[src/rtl/assert_macros.svh]
// assertion macros used by the rtl controller
`ifndef ASSERT_MACROS_SVH
`define ASSERT_MACROS_SVH
`ifndef SYNTHESIS
// antecedent implies consequent in the same cycle
`define ASSERT_IMPL(label, clk, rst_n, ante, cons) \
    label: assert property (@(posedge clk) disable iff (!rst_n) (ante) |-> (cons)) \
        else $error("assertion failed");
// antecedent implies consequent in the next cycle
`define ASSERT_NEXT(label, clk, rst_n, ante, cons) \
    label: assert property (@(posedge clk) disable iff (!rst_n) (ante) |=> (cons)) \
        else $error("assertion failed");
`else
`define ASSERT_IMPL(label, clk, rst_n, ante, cons)
`define ASSERT_NEXT(label, clk, rst_n, ante, cons)
`endif
`endif

[src/rtl/cah_pkg.sv]
// shared types, constants and tables of the compass calibrate and heading block
package cah_pkg;

    localparam int DEF_SAMPLE_BITS  = 16;
    localparam int DEF_CORDIC_STEPS = 16;

    localparam int CFG_W     = 15;
    localparam int HEAD_W    = 17;
    localparam int HEAD_PAD  = 24;
    localparam int GAIN_W    = 27;
    localparam int ANG_FRAC  = 12;
    localparam int ANG_W     = 29;
    localparam int ANGLE_W   = 15;
    localparam int DIV_STEPS = 27;
    localparam int CNT_W     = 5;

    localparam logic [GAIN_W-1:0] GAIN_MAX   = {GAIN_W{1'b1}};
    localparam logic [GAIN_W-1:0] GAIN_RESET = 27'd65536;
    localparam logic [GAIN_W-1:0] GAIN_NUM   = 27'd67108864;

    localparam logic signed [ANG_W-1:0] FULL_TURN_Z = 29'sd94371840;
    localparam logic signed [ANG_W-1:0] HALF_TURN_Z = 29'sd47185920;
    localparam logic signed [ANG_W-1:0] ROUND_HALF  = 29'sd2048;
    localparam logic [ANGLE_W+1:0]      FULL_TURN   = 17'd23040;

    localparam logic signed [CFG_W-1:0] DECL_RESET = 15'sd704;
    localparam logic signed [CFG_W-1:0] OFF_RESET  = 15'sd2240;

    // command kinds
    localparam logic [1:0] KIND_SAMPLE = 2'd0;
    localparam logic [1:0] KIND_START  = 2'd1;
    localparam logic [1:0] KIND_FINISH = 2'd2;

    // configuration register indexes
    localparam logic CFG_DECLINATION = 1'b0;
    localparam logic CFG_OFFSET      = 1'b1;

    typedef enum logic [2:0] {
        S_IDLE, S_DECODE, S_DIV, S_COMMIT, S_INIT, S_ROT, S_FIN, S_OUT
    } t_state;

    typedef struct packed {
        logic             load_in;
        logic             seed;
        logic             widen;
        logic             div_start;
        logic             div_step;
        logic             div_commit;
        logic             mul;
        logic             cordic_init;
        logic             cordic_step;
        logic             finish;
        logic             load_out;
        logic [CNT_W-1:0] step;
    } t_cmd;

    typedef struct packed {
        logic [1:0] kind;
        logic       calibrating;
        logic       out_busy;
    } t_sts;

    // atan(2^-i) in 2^-12 of 1/64 degree
    function automatic logic [ANG_W-1:0] atan_at(input logic [CNT_W-1:0] i);
        logic [ANG_W-1:0] v;
        case (i)
            5'd0:    v = 29'd11796480;
            5'd1:    v = 29'd6963869;
            5'd2:    v = 29'd3679517;
            5'd3:    v = 29'd1867780;
            5'd4:    v = 29'd937515;
            5'd5:    v = 29'd469214;
            5'd6:    v = 29'd234664;
            5'd7:    v = 29'd117339;
            5'd8:    v = 29'd58671;
            5'd9:    v = 29'd29335;
            5'd10:   v = 29'd14668;
            5'd11:   v = 29'd7334;
            5'd12:   v = 29'd3667;
            5'd13:   v = 29'd1833;
            5'd14:   v = 29'd917;
            5'd15:   v = 29'd458;
            5'd16:   v = 29'd229;
            5'd17:   v = 29'd115;
            5'd18:   v = 29'd57;
            5'd19:   v = 29'd29;
            5'd20:   v = 29'd14;
            5'd21:   v = 29'd7;
            5'd22:   v = 29'd4;
            5'd23:   v = 29'd2;
            default: v = 29'd0;
        endcase
        return v;
    endfunction

endpackage

[src/rtl/cah_ctrl.sv]
// controller state machine of the compass block
`include "assert_macros.svh"
module cah_ctrl
    import cah_pkg::*;
#(
    parameter int CORDIC_STEPS = DEF_CORDIC_STEPS
) (
    input  logic i_clk,
    input  logic i_rst_n,
    input  logic i_in_valid,
    output logic o_in_ready,
    input  t_sts i_sts,
    output t_cmd o_cmd
);

    localparam logic [CNT_W-1:0] LAST_ROT = CNT_W'(CORDIC_STEPS - 1);
    localparam logic [CNT_W-1:0] LAST_DIV = CNT_W'(DIV_STEPS - 1);

    t_state           r_state, n_state;
    logic [CNT_W-1:0] r_cnt, n_cnt;

    // state and step counter
    always_ff @(posedge i_clk) begin
        if (!i_rst_n) begin
            r_state <= S_IDLE;
            r_cnt   <= '0;
        end else begin
            r_state <= n_state;
            r_cnt   <= n_cnt;
        end
    end

    // next state and commands
    always_comb begin
        n_state    = r_state;
        n_cnt      = r_cnt;
        o_cmd      = '0;
        o_cmd.step = r_cnt;
        o_in_ready = 1'b0;
        unique case (r_state)
            S_IDLE: begin
                o_in_ready = 1'b1;
                if (i_in_valid) begin
                    o_cmd.load_in = 1'b1;
                    n_state       = S_DECODE;
                end
            end
            S_DECODE: begin
                n_state = S_IDLE;
                n_cnt   = '0;
                case (i_sts.kind)
                    KIND_START:  o_cmd.seed = 1'b1;
                    KIND_FINISH: begin
                        o_cmd.div_start = 1'b1;
                        n_state         = S_DIV;
                    end
                    KIND_SAMPLE: begin
                        if (i_sts.calibrating) begin
                            o_cmd.widen = 1'b1;
                        end else begin
                            o_cmd.mul = 1'b1;
                            n_state   = S_INIT;
                        end
                    end
                    default: n_state = S_IDLE;
                endcase
            end
            S_DIV: begin
                o_cmd.div_step = 1'b1;
                n_cnt          = r_cnt + 1'b1;
                if (r_cnt == LAST_DIV) begin
                    n_state = S_COMMIT;
                end
            end
            S_COMMIT: begin
                o_cmd.div_commit = 1'b1;
                n_state          = S_IDLE;
            end
            S_INIT: begin
                o_cmd.cordic_init = 1'b1;
                n_cnt             = '0;
                n_state           = S_ROT;
            end
            S_ROT: begin
                o_cmd.cordic_step = 1'b1;
                n_cnt             = r_cnt + 1'b1;
                if (r_cnt == LAST_ROT) begin
                    n_state = S_FIN;
                end
            end
            S_FIN: begin
                o_cmd.finish = 1'b1;
                n_state      = S_OUT;
            end
            S_OUT: begin
                if (!i_sts.out_busy) begin
                    o_cmd.load_out = 1'b1;
                    n_state        = S_IDLE;
                end
            end
            default: n_state = S_IDLE;
        endcase
    end

    `ASSERT_NEXT(a_accept_decode, i_clk, i_rst_n, (r_state == S_IDLE) && i_in_valid, r_state == S_DECODE)
    `ASSERT_NEXT(a_rot_end, i_clk, i_rst_n, (r_state == S_ROT) && (r_cnt == LAST_ROT), r_state == S_FIN)
    `ASSERT_IMPL(a_div_bound, i_clk, i_rst_n, r_state == S_DIV, r_cnt <= LAST_DIV)
    `ASSERT_IMPL(a_load_free, i_clk, i_rst_n, o_cmd.load_out, !i_sts.out_busy)

endmodule

[src/rtl/cah_dp.sv]
// datapath: calibration state, gain divider, scaling multiplier, cordic and output register
module cah_dp
    import cah_pkg::*;
#(
    parameter int SAMPLE_BITS = DEF_SAMPLE_BITS
) (
    input  logic                     i_clk,
    input  logic                     i_rst_n,
    input  logic                     i_cfg_wen,
    input  logic                     i_cfg_idx,
    input  logic [CFG_W-1:0]         i_cfg_wdata,
    input  logic [1:0]               i_kind,
    input  logic [SAMPLE_BITS-1:0]   i_sample_x,
    input  logic [SAMPLE_BITS-1:0]   i_sample_y,
    input  t_cmd                     i_cmd,
    output t_sts                     o_sts,
    input  logic                     i_out_ready,
    output logic                     o_out_valid,
    output logic [HEAD_W-1:0]        o_heading
);

    localparam int S      = SAMPLE_BITS;
    localparam int D_W    = S + 1;
    localparam int SPAN_W = S + 1;
    localparam int REM_W  = S + 2;
    localparam int P_W    = S + 29;
    localparam int C_W    = P_W + 2;

    logic [1:0]                r_kind;
    logic signed [S-1:0]       r_s [2];
    logic                      r_calib;
    logic signed [S-1:0]       r_min [2];
    logic signed [S-1:0]       r_max [2];
    logic signed [S-1:0]       r_center [2];
    logic [GAIN_W-1:0]         r_gain [2];
    logic signed [CFG_W-1:0]   r_decl, r_off;
    logic [GAIN_W-1:0]         r_num [2];
    logic [REM_W-1:0]          r_rem [2];
    logic [GAIN_W-1:0]         r_quo [2];
    logic [SPAN_W-1:0]         r_span [2];
    logic                      r_sat [2];
    logic signed [P_W-1:0]     r_p [2];
    logic signed [C_W-1:0]     r_cx, r_cy;
    logic signed [ANG_W-1:0]   r_cz;
    logic                      r_zero;
    logic signed [HEAD_W-1:0]  r_head;
    logic                      r_out_valid;
    logic [HEAD_W-1:0]         r_out_data;

    // configuration writes
    always_ff @(posedge i_clk) begin
        if (!i_rst_n) begin
            r_decl <= DECL_RESET;
            r_off  <= OFF_RESET;
        end else if (i_cfg_wen) begin
            unique case (i_cfg_idx)
                CFG_DECLINATION: r_decl <= i_cfg_wdata;
                CFG_OFFSET:      r_off  <= i_cfg_wdata;
                default:         r_off  <= r_off;
            endcase
        end
    end

    // input capture
    always_ff @(posedge i_clk) begin
        if (i_cmd.load_in) begin
            r_kind <= i_kind;
            r_s[0] <= i_sample_x;
            r_s[1] <= i_sample_y;
        end
    end

    // calibration state and gain divider, one quotient bit per cycle per axis
    always_ff @(posedge i_clk) begin
        logic signed [SPAN_W-1:0] span;
        logic signed [SPAN_W-1:0] sum;
        logic [REM_W-1:0]         rsh;
        logic [REM_W-1:0]         den;
        if (!i_rst_n) begin
            r_calib <= 1'b0;
            for (int a = 0; a < 2; a++) begin
                r_min[a]    <= '0;
                r_max[a]    <= '0;
                r_center[a] <= '0;
                r_gain[a]   <= GAIN_RESET;
            end
        end else begin
            if (i_cmd.seed) begin
                r_calib <= 1'b1;
            end
            if (i_cmd.div_commit) begin
                r_calib <= 1'b0;
            end
            for (int a = 0; a < 2; a++) begin
                span = SPAN_W'(r_max[a]) - SPAN_W'(r_min[a]);
                sum  = SPAN_W'(r_max[a]) + SPAN_W'(r_min[a]);
                rsh  = {r_rem[a][REM_W-2:0], r_num[a][GAIN_W-1]};
                den  = REM_W'(r_span[a]);
                if (i_cmd.seed) begin
                    r_min[a] <= r_s[a];
                    r_max[a] <= r_s[a];
                end
                if (i_cmd.widen) begin
                    if (r_s[a] < r_min[a]) r_min[a] <= r_s[a];
                    if (r_s[a] > r_max[a]) r_max[a] <= r_s[a];
                end
                if (i_cmd.div_start) begin
                    r_center[a] <= S'(sum >>> 1);
                    r_span[a]   <= span;
                    r_sat[a]    <= (span <= 0);
                    r_num[a]    <= GAIN_NUM + GAIN_W'(span[SPAN_W-1:1]);
                    r_rem[a]    <= '0;
                    r_quo[a]    <= '0;
                end
                if (i_cmd.div_step) begin
                    r_num[a] <= {r_num[a][GAIN_W-2:0], 1'b0};
                    if (rsh >= den) begin
                        r_rem[a] <= rsh - den;
                        r_quo[a] <= {r_quo[a][GAIN_W-2:0], 1'b1};
                    end else begin
                        r_rem[a] <= rsh;
                        r_quo[a] <= {r_quo[a][GAIN_W-2:0], 1'b0};
                    end
                end
                if (i_cmd.div_commit) begin
                    r_gain[a] <= r_sat[a] ? GAIN_MAX : r_quo[a];
                end
            end
        end
    end

    // centering and gain multiply
    always_ff @(posedge i_clk) begin
        logic signed [D_W-1:0] diff;
        if (i_cmd.mul) begin
            for (int a = 0; a < 2; a++) begin
                diff   = D_W'(r_s[a]) - D_W'(r_center[a]);
                r_p[a] <= P_W'(diff * $signed({1'b0, r_gain[a]}));
            end
        end
    end

    // cordic vectoring, one rotation per cycle
    always_ff @(posedge i_clk) begin
        logic signed [C_W-1:0] x0, y0, xs, ys;
        x0 = C_W'(r_p[0]);
        y0 = C_W'(r_p[1]);
        xs = r_cx >>> i_cmd.step;
        ys = r_cy >>> i_cmd.step;
        if (i_cmd.cordic_init) begin
            r_zero <= (r_p[0] == '0) && (r_p[1] == '0);
            if (x0 < 0) begin
                r_cx <= -x0;
                r_cy <= -y0;
                r_cz <= HALF_TURN_Z;
            end else begin
                r_cx <= x0;
                r_cy <= y0;
                r_cz <= '0;
            end
        end
        if (i_cmd.cordic_step) begin
            if (r_cy >= 0) begin
                r_cx <= r_cx + ys;
                r_cy <= r_cy - xs;
                r_cz <= r_cz + $signed(atan_at(i_cmd.step));
            end else begin
                r_cx <= r_cx - ys;
                r_cy <= r_cy + xs;
                r_cz <= r_cz - $signed(atan_at(i_cmd.step));
            end
        end
    end

    // wrap, round to 1/64 degree and add declination and offset
    always_ff @(posedge i_clk) begin
        logic signed [ANG_W-1:0] zw, zr;
        logic [ANGLE_W+1:0]      ang;
        zw  = (r_cz < 0) ? r_cz + FULL_TURN_Z : r_cz;
        zr  = (zw + ROUND_HALF) >>> ANG_FRAC;
        ang = zr[ANGLE_W+1:0];
        if (ang >= FULL_TURN) ang = ang - FULL_TURN;
        if (r_zero) ang = '0;
        if (i_cmd.finish) begin
            r_head <= $signed(ang) + HEAD_W'(r_decl) + HEAD_W'(r_off);
        end
    end

    // output register
    always_ff @(posedge i_clk) begin
        if (!i_rst_n) begin
            r_out_valid <= 1'b0;
        end else if (i_cmd.load_out) begin
            r_out_valid <= 1'b1;
        end else if (i_out_ready) begin
            r_out_valid <= 1'b0;
        end
    end

    always_ff @(posedge i_clk) begin
        if (i_cmd.load_out) begin
            r_out_data <= r_head;
        end
    end

    assign o_out_valid      = r_out_valid;
    assign o_heading        = r_out_data;
    assign o_sts.kind        = r_kind;
    assign o_sts.calibrating = r_calib;
    assign o_sts.out_busy    = r_out_valid && !i_out_ready;

endmodule

[src/rtl/compass_calibrate_and_heading.sv]
// top level of the compass calibrate and heading block
// usage:
//   slave stream: tuser carries the command kind (sample, start, finish),
//   tdata carries sample x (low bits) and sample y. a start command seeds
//   the per-axis min and max, samples while calibrating widen them, and
//   finish sets center and gain 2^26/span through a bit-serial divider.
//   other samples give one heading transfer on the master stream, in
//   1/64 degree, with declination and mounting offset added.
//   throughput: one item at a time. a heading sample passes capture,
//   decode with gain multiply, cordic setup, one cordic rotation per
//   cycle, rounding and output load; finish steps the divider through
//   its 27 quotient bits, then commits; other commands end after decode.
//   the output register holds a finished heading while the next item is
//   taken; if the receiver stalls, the next heading waits in the block and
//   the slave side stays not ready until the output register frees.
//   reset: not calibrating, min, max and center zero, unity gain,
//   declination 704 and offset 2240. config writes take effect at once.
module compass_calibrate_and_heading
    import cah_pkg::*;
#(
    parameter int SAMPLE_BITS  = DEF_SAMPLE_BITS,
    parameter int CORDIC_STEPS = DEF_CORDIC_STEPS
) (
    input  logic                                i_clk,
    input  logic                                i_rst_n,
    input  logic                                i_cfg_wen,
    input  logic                                i_cfg_idx,
    input  logic [CFG_W-1:0]                    i_cfg_wdata,
    input  logic                                s_axis_tvalid,
    output logic                                s_axis_tready,
    // fields: sample_x, sample_y
    input  logic [((2*SAMPLE_BITS+7)/8)*8-1:0]  s_axis_tdata,
    // fields: kind
    input  logic [1:0]                          s_axis_tuser,
    output logic                                m_axis_tvalid,
    input  logic                                m_axis_tready,
    // fields: heading
    output logic [HEAD_PAD-1:0]                 m_axis_tdata
);

    t_cmd              w_cmd;
    t_sts              w_sts;
    logic [HEAD_W-1:0] w_heading;

    cah_ctrl #(
        .CORDIC_STEPS (CORDIC_STEPS)
    ) u_ctrl (
        .i_clk      (i_clk),
        .i_rst_n    (i_rst_n),
        .i_in_valid (s_axis_tvalid),
        .o_in_ready (s_axis_tready),
        .i_sts      (w_sts),
        .o_cmd      (w_cmd)
    );

    cah_dp #(
        .SAMPLE_BITS (SAMPLE_BITS)
    ) u_dp (
        .i_clk       (i_clk),
        .i_rst_n     (i_rst_n),
        .i_cfg_wen   (i_cfg_wen),
        .i_cfg_idx   (i_cfg_idx),
        .i_cfg_wdata (i_cfg_wdata),
        .i_kind      (s_axis_tuser),
        .i_sample_x  (s_axis_tdata[SAMPLE_BITS-1:0]),
        .i_sample_y  (s_axis_tdata[2*SAMPLE_BITS-1:SAMPLE_BITS]),
        .i_cmd       (w_cmd),
        .o_sts       (w_sts),
        .i_out_ready (m_axis_tready),
        .o_out_valid (m_axis_tvalid),
        .o_heading   (w_heading)
    );

    assign m_axis_tdata = {{(HEAD_PAD-HEAD_W){1'b0}}, w_heading};

endmodule

[config.mk]
export PLATFORM = sky130hd
export DESIGN_NAME = compass_calibrate_and_heading
export DESIGN_NICKNAME = d
export VERILOG_FILES = /design/src/rtl/cah_pkg.sv /design/src/rtl/cah_ctrl.sv /design/src/rtl/cah_dp.sv /design/src/rtl/compass_calibrate_and_heading.sv
export VERILOG_INCLUDE_DIRS = /design/src /design/src/rtl
export SDC_FILE = /design/constraint.sdc
export NUM_CORES = 2
export LEC_CHECK = 0
export BUFFER_PORTS_ARGS = -buffer_cell sky130_fd_sc_hd__buf_2
export CORE_MARGIN = 8
export CORE_UTILIZATION = 35
export DETAILED_ROUTE_END_ITERATION = 10
export PLACE_DENSITY_LB_ADDON = 0.15
export SLEW_MARGIN = 10
export SYNTH_ARGS = -nofsm -noshare
export SYNTH_HDL_FRONTEND = slang
export SYNTH_SLANG_ARGS = --single-unit
export TNS_END_PERCENT = 50
[constraint.sdc]
create_clock -name i_clk -period 10 [get_ports i_clk]
set_input_delay 3 -clock i_clk [delete_from_list [all_inputs] [get_ports i_clk]]
set_output_delay 3 -clock i_clk [all_outputs]
set_load 0.03 [all_outputs]
[Yosys cells after proc, flatten, opt, wreduce, memory -nomap -nowiden]
Memories as Yosys holds them, arrays and structs flattened. A register that Yosys moved wholly into a read port is not among the register bits.
Cells that the tools add are included.
Word-level totals
  bits in registers: 200
  memory bits (writable): 452
  bits in read-only memories: 1536
  input bits: 55
  output and inout port bits: 26
  logic and storage cells: 245
  memories: 13
Operators by class
  add/subtract/negate cells: 24
  multiply operators: 2
  magnitude comparators: 12
  eq/ne operators: 15
  shifts and indexed selects: 2
  mux-type cells: 124
  bitwise logic cells: 24
  reduce and logical (&&, ||, !) cells: 16
Memory list
  (name not given): words 32, width 24, rd ports 1, clocked after Yosys merged registers in 1, wr ports 0, line cah_pkg.sv:66  | case (i)
  (name not given): words 32, width 24, rd ports 1, clocked after Yosys merged registers in 1, wr ports 0, line cah_pkg.sv:66
  u_dp.r_p: words 2, width 45, rd ports 2, clocked after Yosys merged registers in 0, wr ports 2, line cah_dp.sv:42  | logic signed [P_W-1:0] r_p [2];
  u_dp.r_gain: words 2, width 27, rd ports 2, clocked after Yosys merged registers in 0, wr ports 2, line cah_dp.sv:35  | logic [GAIN_W-1:0] r_gain [2];
  u_dp.r_num: words 2, width 27, rd ports 2, clocked after Yosys merged registers in 0, wr ports 2, line cah_dp.sv:37  | logic [GAIN_W-1:0] r_num [2];
  u_dp.r_quo: words 2, width 27, rd ports 2, clocked after Yosys merged registers in 0, wr ports 2, line cah_dp.sv:39  | logic [GAIN_W-1:0] r_quo [2];
  7 more memories
Operator list (count)
  $mux 47: 8
  $mux 27: 10
  $mux 29: 8
  $mux 16: 10
  $add 47x47->47: 2
  $neg 45->47: 2
  $sshr 47x5->47: 2
  $sub 47x47->47: 2
  $logic_not 45->1: 2
  $mul 17x28->45: 2
  $mux 18: 4
  $mux 1: 68
  $sub 16x16->17: 4
  $add 27x16->27 const A: 2
  $ge 47x1->1 const B: 1
  $lt 45x1->1 const B: 1
  $ge 18x17->1: 2
  $sub 18x17->18: 2
  $add 16x16->17: 2
  $add 17x15->17: 2
  $le 17x1->1 const B: 2
  $mux 17: 2
  $gt 16x16->1: 2
  $lt 16x16->1: 2
  other kinds (33): 75

[Depth between registers and ports, before layout]
  word-level depth: 8
  depth in mapped cells: 38
  depth with buffers taken out: 37

[By module]
From an unflattened synthesis, not the netlist that was laid out.
Unflattened totals
  cell total of the unflattened synthesis: 8569
  area total of the unflattened synthesis: 79930.4 µm²
By module, submodules not included
  cah_dp: instances 1, cells an instance 8474, area an instance 79163.4 µm², sequential area each 18948.2 µm²
  cah_ctrl: instances 1, cells an instance 87, area an instance 710.7 µm², sequential area each 160.2 µm²
  compass_calibrate_and_heading: instances 1, cells an instance 8, area an instance 56.3 µm², sequential area each 0.0 µm²

[Worst setup path before layout]
Ideal clock, no wire load.
  path type: flip-flop to flip-flop
  start: mem u_dp.r_s[0][17] in the netlist's numbering
  end: mem u_dp.r_p[0][83] in the netlist's numbering (data pin)
  arrival: 8.484 ns
  required time: 9.742 ns
  slack: 1.258 ns
  cell stages (with the launch flop): 34
  buffers on the path: 1
  clock period less this slack: 8.742 ns
  cell sequence: edfxtp_1 ha_1 nor2b_1 o21ai_0 a21boi_0 o21ai_0 a21boi_0 o2111ai_1 nand3_1 o41ai_1 o21ai_1 a211oi_1 clkbuf_1 nand2_1 fa_1 inv_1 fa_1 fa_1 fa_1 fa_1 inv_1 fa_1 inv_1 ha_1 a21o_1 a21o_1 a21oi_1 o211ai_1 a221oi_1 a31o_2 nor2_1 or3_1 a21oi_1 xnor2_1
RTL lines
  start, declared: line cah_dp.sv:30  | logic signed [S-1:0] r_s [2];
  end, declared: line cah_dp.sv:42

==> results by group <==
Outcome
  • Status: completed

Yosys
  • Top cells by instance count after synthesis: sky130_fd_sc_hd__inv_1, sky130_fd_sc_hd__nand2_1, sky130_fd_sc_hd__fa_1
  • Post-synth EDFFs: 609
  • Number of instances in the synthesized netlist: 8855
  • Predominant post-synthesis flop cell: sky130_fd_sc_hd__edfxtp_1
  • Share of synthesized flip-flops with an asynchronous set or reset: 0
  • Share of synthesized area occupied by flip-flops and latches: 0.239
  • Mean post-synth cell area: 9.24 sq um
  • Number of distinct library cells after synthesis: 101
  • Synth area leaders: sky130_fd_sc_hd__edfxtp_1, sky130_fd_sc_hd__fa_1, sky130_fd_sc_hd__ha_1
  • Leading cell type by number of instances after synthesis: sky130_fd_sc_hd__inv_1
  • Largest area contributor in the synthesized netlist: sky130_fd_sc_hd__edfxtp_1
  • Total standard cell area after synthesis: 0.0818 sq mm
  • Number of synthesized register bits: 674
  • Syn. warnings: 0
  • Area share of the largest cell type after synthesis: 0.224

GRT
  • Via count of the first global-routing pass: 64900
  • Total gr overflow: 0
  • Total routing usage reported by global routing: 0.193
  • Initial antenna violation count: 5
  • First-pass GRT wire length: 386000 microns
  • Largest net degree at the start of global routing: 78

Worst setup path
  • Classification of the worst setup path: reg -> reg
  • Critical path endpoint category: register
  • Launch point of the critical path: u_dp.r_s[0][18]$_DFFE_PP_
  • Worst Path Required: 10450 ps
  • Critical path's most frequent cell: sky130_fd_sc_hd__fa_1
  • Worst-path fanout max: 16
  • Reg2reg start: u_dp.r_s[0][18]$_DFFE_PP_
  • Buffers & Inverters on Critical Path: 3
  • Worst Setup Start Kind: register
  • Worst endpoint data arrival time: 9900 ps
  • Slowest cell delay on critical path: 840 ps
  • Largest delay share family, worst path: adder cells
  • Highest-delay cell along the critical path: sky130_fd_sc_hd__xnor2_2

Floorplanning
  • Die Width: 499 microns
  • DIE AREA: 0.249 sq mm
  • Effective utilization at floorplan: 0.352
  • Die Height: 499 microns
  • Std cell rows: 177
  • Top-Level Pins: 81
  • Placeable core area: 0.233 sq mm

Drt
  • Final WL: 247000 microns
  • Number of antenna-violating nets in the routed design: 0
  • Routed wire per std cell: 20.8 microns
  • Vias: 63200
  • Total iterations of the first detailed-routing run: 6
  • Count of routing violations after the opening detailed-route iteration: 4656
  • Residual DRC: 0
  • Mean number of vias per cell: 5.33

Layout
  • Nets: 10200
  • Final non-filler cell area: 0.0886 sq mm
  • Post-synthesis to final-layout area growth: 8.37%
  • Fraction of layout cells with a size suffix above 1: 0.0751

CTS
  • Sinks on Clock Net: 674
  • CTS hold repair buffers: 0
  • H-tree depth: 3
  • Later-pin clock latency in the skew report: 720 ps
  • Cts bufs inserted: 84
  • CTS Buffer Depth: 3
  • Clock transition at the register clock pins on the worst setup and hold paths after CTS: 60 ps
  • Clock tree from TritonCTS: done
  • CTS Root Buffer Type: sky130_fd_sc_hd__clkbuf_16

STA
  • Top achievable clock speed: 106 MHz
  • Final worst clock skew: 65.7 ps
  • Setup repair after global routing missed its margin: no
  • Number of endpoints failing setup at the final stage: 0
  • Part of the cycle the worst path needs: 0.945
  • Setup total negative slack: 0 ps
  • Measured slew at the worst slew-check pin: 1310 ps
  • Worst slew margin relative to its limit: 0.129
  • Number of failing hold endpoints at the final stage: 0
  • Pins Over Slew Limit: 0
  • Post-layout min period: 9450 ps

Worst hold path
  • HP Class: reg -> reg
  • Hold path startpoint: u_dp.r_head[6]$_DFFE_PP_

Place
  • Number of buffers inserted by port buffering: 73
  • Post-detail-place hpwl: 194000 microns
  • Cell area reported after detailed placement: 0.0856 sq mm
  • Final GP Congestion: 0.939

Run
  • Count of max-cap constraint violations: 0
==> cells in the final DEF (no fill, tap or decap), types with 60 or more instances in the layout <==
cell type / n
sky130_fd_sc_hd__mux2i_1: 124
sky130_fd_sc_hd__a21o_1: 143
sky130_fd_sc_hd__nor3_1: 97
sky130_fd_sc_hd__buf_2: 73
sky130_fd_sc_hd__nor2_1: 631
sky130_fd_sc_hd__mux4_2: 114
sky130_fd_sc_hd__nor2b_1: 156
sky130_fd_sc_hd__o21ai_0: 334
sky130_fd_sc_hd__o31ai_1: 68
sky130_fd_sc_hd__or3_1: 67
sky130_fd_sc_hd__fa_1: 776
sky130_fd_sc_hd__nand4_1: 65
sky130_fd_sc_hd__and2_1: 354
sky130_fd_sc_hd__edfxtp_1: 609
sky130_fd_sc_hd__nand2b_1: 76
sky130_fd_sc_hd__mux2_2: 67
sky130_fd_sc_hd__a21oi_1: 332
sky130_fd_sc_hd__inv_1: 1207
sky130_fd_sc_hd__dfxtp_1: 60
sky130_fd_sc_hd__nand3_1: 156
sky130_fd_sc_hd__xor2_1: 157
sky130_fd_sc_hd__nand2_1: 993
sky130_fd_sc_hd__xnor2_1: 316
sky130_fd_sc_hd__ha_1: 639
sky130_fd_sc_hd__clkbuf_16: 86
sky130_fd_sc_hd__buf_4: 138
sky130_fd_sc_hd__o21a_1: 64
==> what timing repair did <==
item	4_1_cts	5_1_grt
buffers inserted	0	4
gates resized for setup	0	18
setup endpoints to repair	0	19
==> logic make-up after synthesis <==
logic type               count (synthesis)  synth area share
XOR/XNOR                               489            0.0524
AND/OR/NAND/NOR                       2875             0.170
multiplexers                           308            0.0563
AO/OA/AOI/OAI                         1462             0.117
buffers and inverters                 1630            0.0768
flip-flops                             674             0.239
adder cells (fa/ha/maj)               1416             0.288
other                                    1         0.0000458
==> area by class of cell <==
type	count	area, sq um
tap	3043	3810
clock inverter	49	603
multi-input combinational	6557	56400
antenna	2	5.00
clock buffer	103	2240
inverter	1215	4560
timing repair buffer	213	1430
fill	23500	144000
sequential	674	19600
==> stage by stage <==
step	cells	utilization	hold WS [ps]	worst slack, ps
floorplan	8861	-	400	1260
global placement	11700	0.368	405	274
detailed placement	11700	0.368	405	234
CTS	11900	0.380	409	180
global route	11900	0.381	423	1.84
finish	11900	0.381	414	550
==> state kept, by name, summed over array words and instances (netlist names), 29 cells and up, named ones only <==
signal,cells
u_dp.r_center,32
u_dp.r_cx,47
u_dp.r_cy,47
u_dp.r_cz,29
u_dp.r_gain,54
u_dp.r_max,32
u_dp.r_min,32
u_dp.r_num,54
u_dp.r_p,90
u_dp.r_quo,54
u_dp.r_rem,34
u_dp.r_s,32
u_dp.r_span,34
==> worst paths after layout <==
| path | endpoint | slack [ps] | depth (start not counted) |
|---|---|---|---|
| worst max-delay path | u_dp.r_p[0][88]$_DFFE_PP_ | 550 | 31 |
| worst min-delay path | u_dp.o_heading[6]$_DFFE_PP_ | 410 | 0 |
| worst max register to register | u_dp.r_p[0][88]$_DFFE_PP_ | 550 | 31 |
| worst min register to register | u_dp.o_heading[6]$_DFFE_PP_ | 410 | 0 |
==> routing by layer <==
metal | global-route usage | part of all wire
met1 | 0.269 | 0.47
met2 | 0.321 | 0.46
met3 | 0.0224 | 0.044
met4 | 0.0500 | 0.028
met5 | 0 | 0
Power is not shown: default switching activity piles up to over one toggle a cycle in this logic, so the estimate is an artifact.
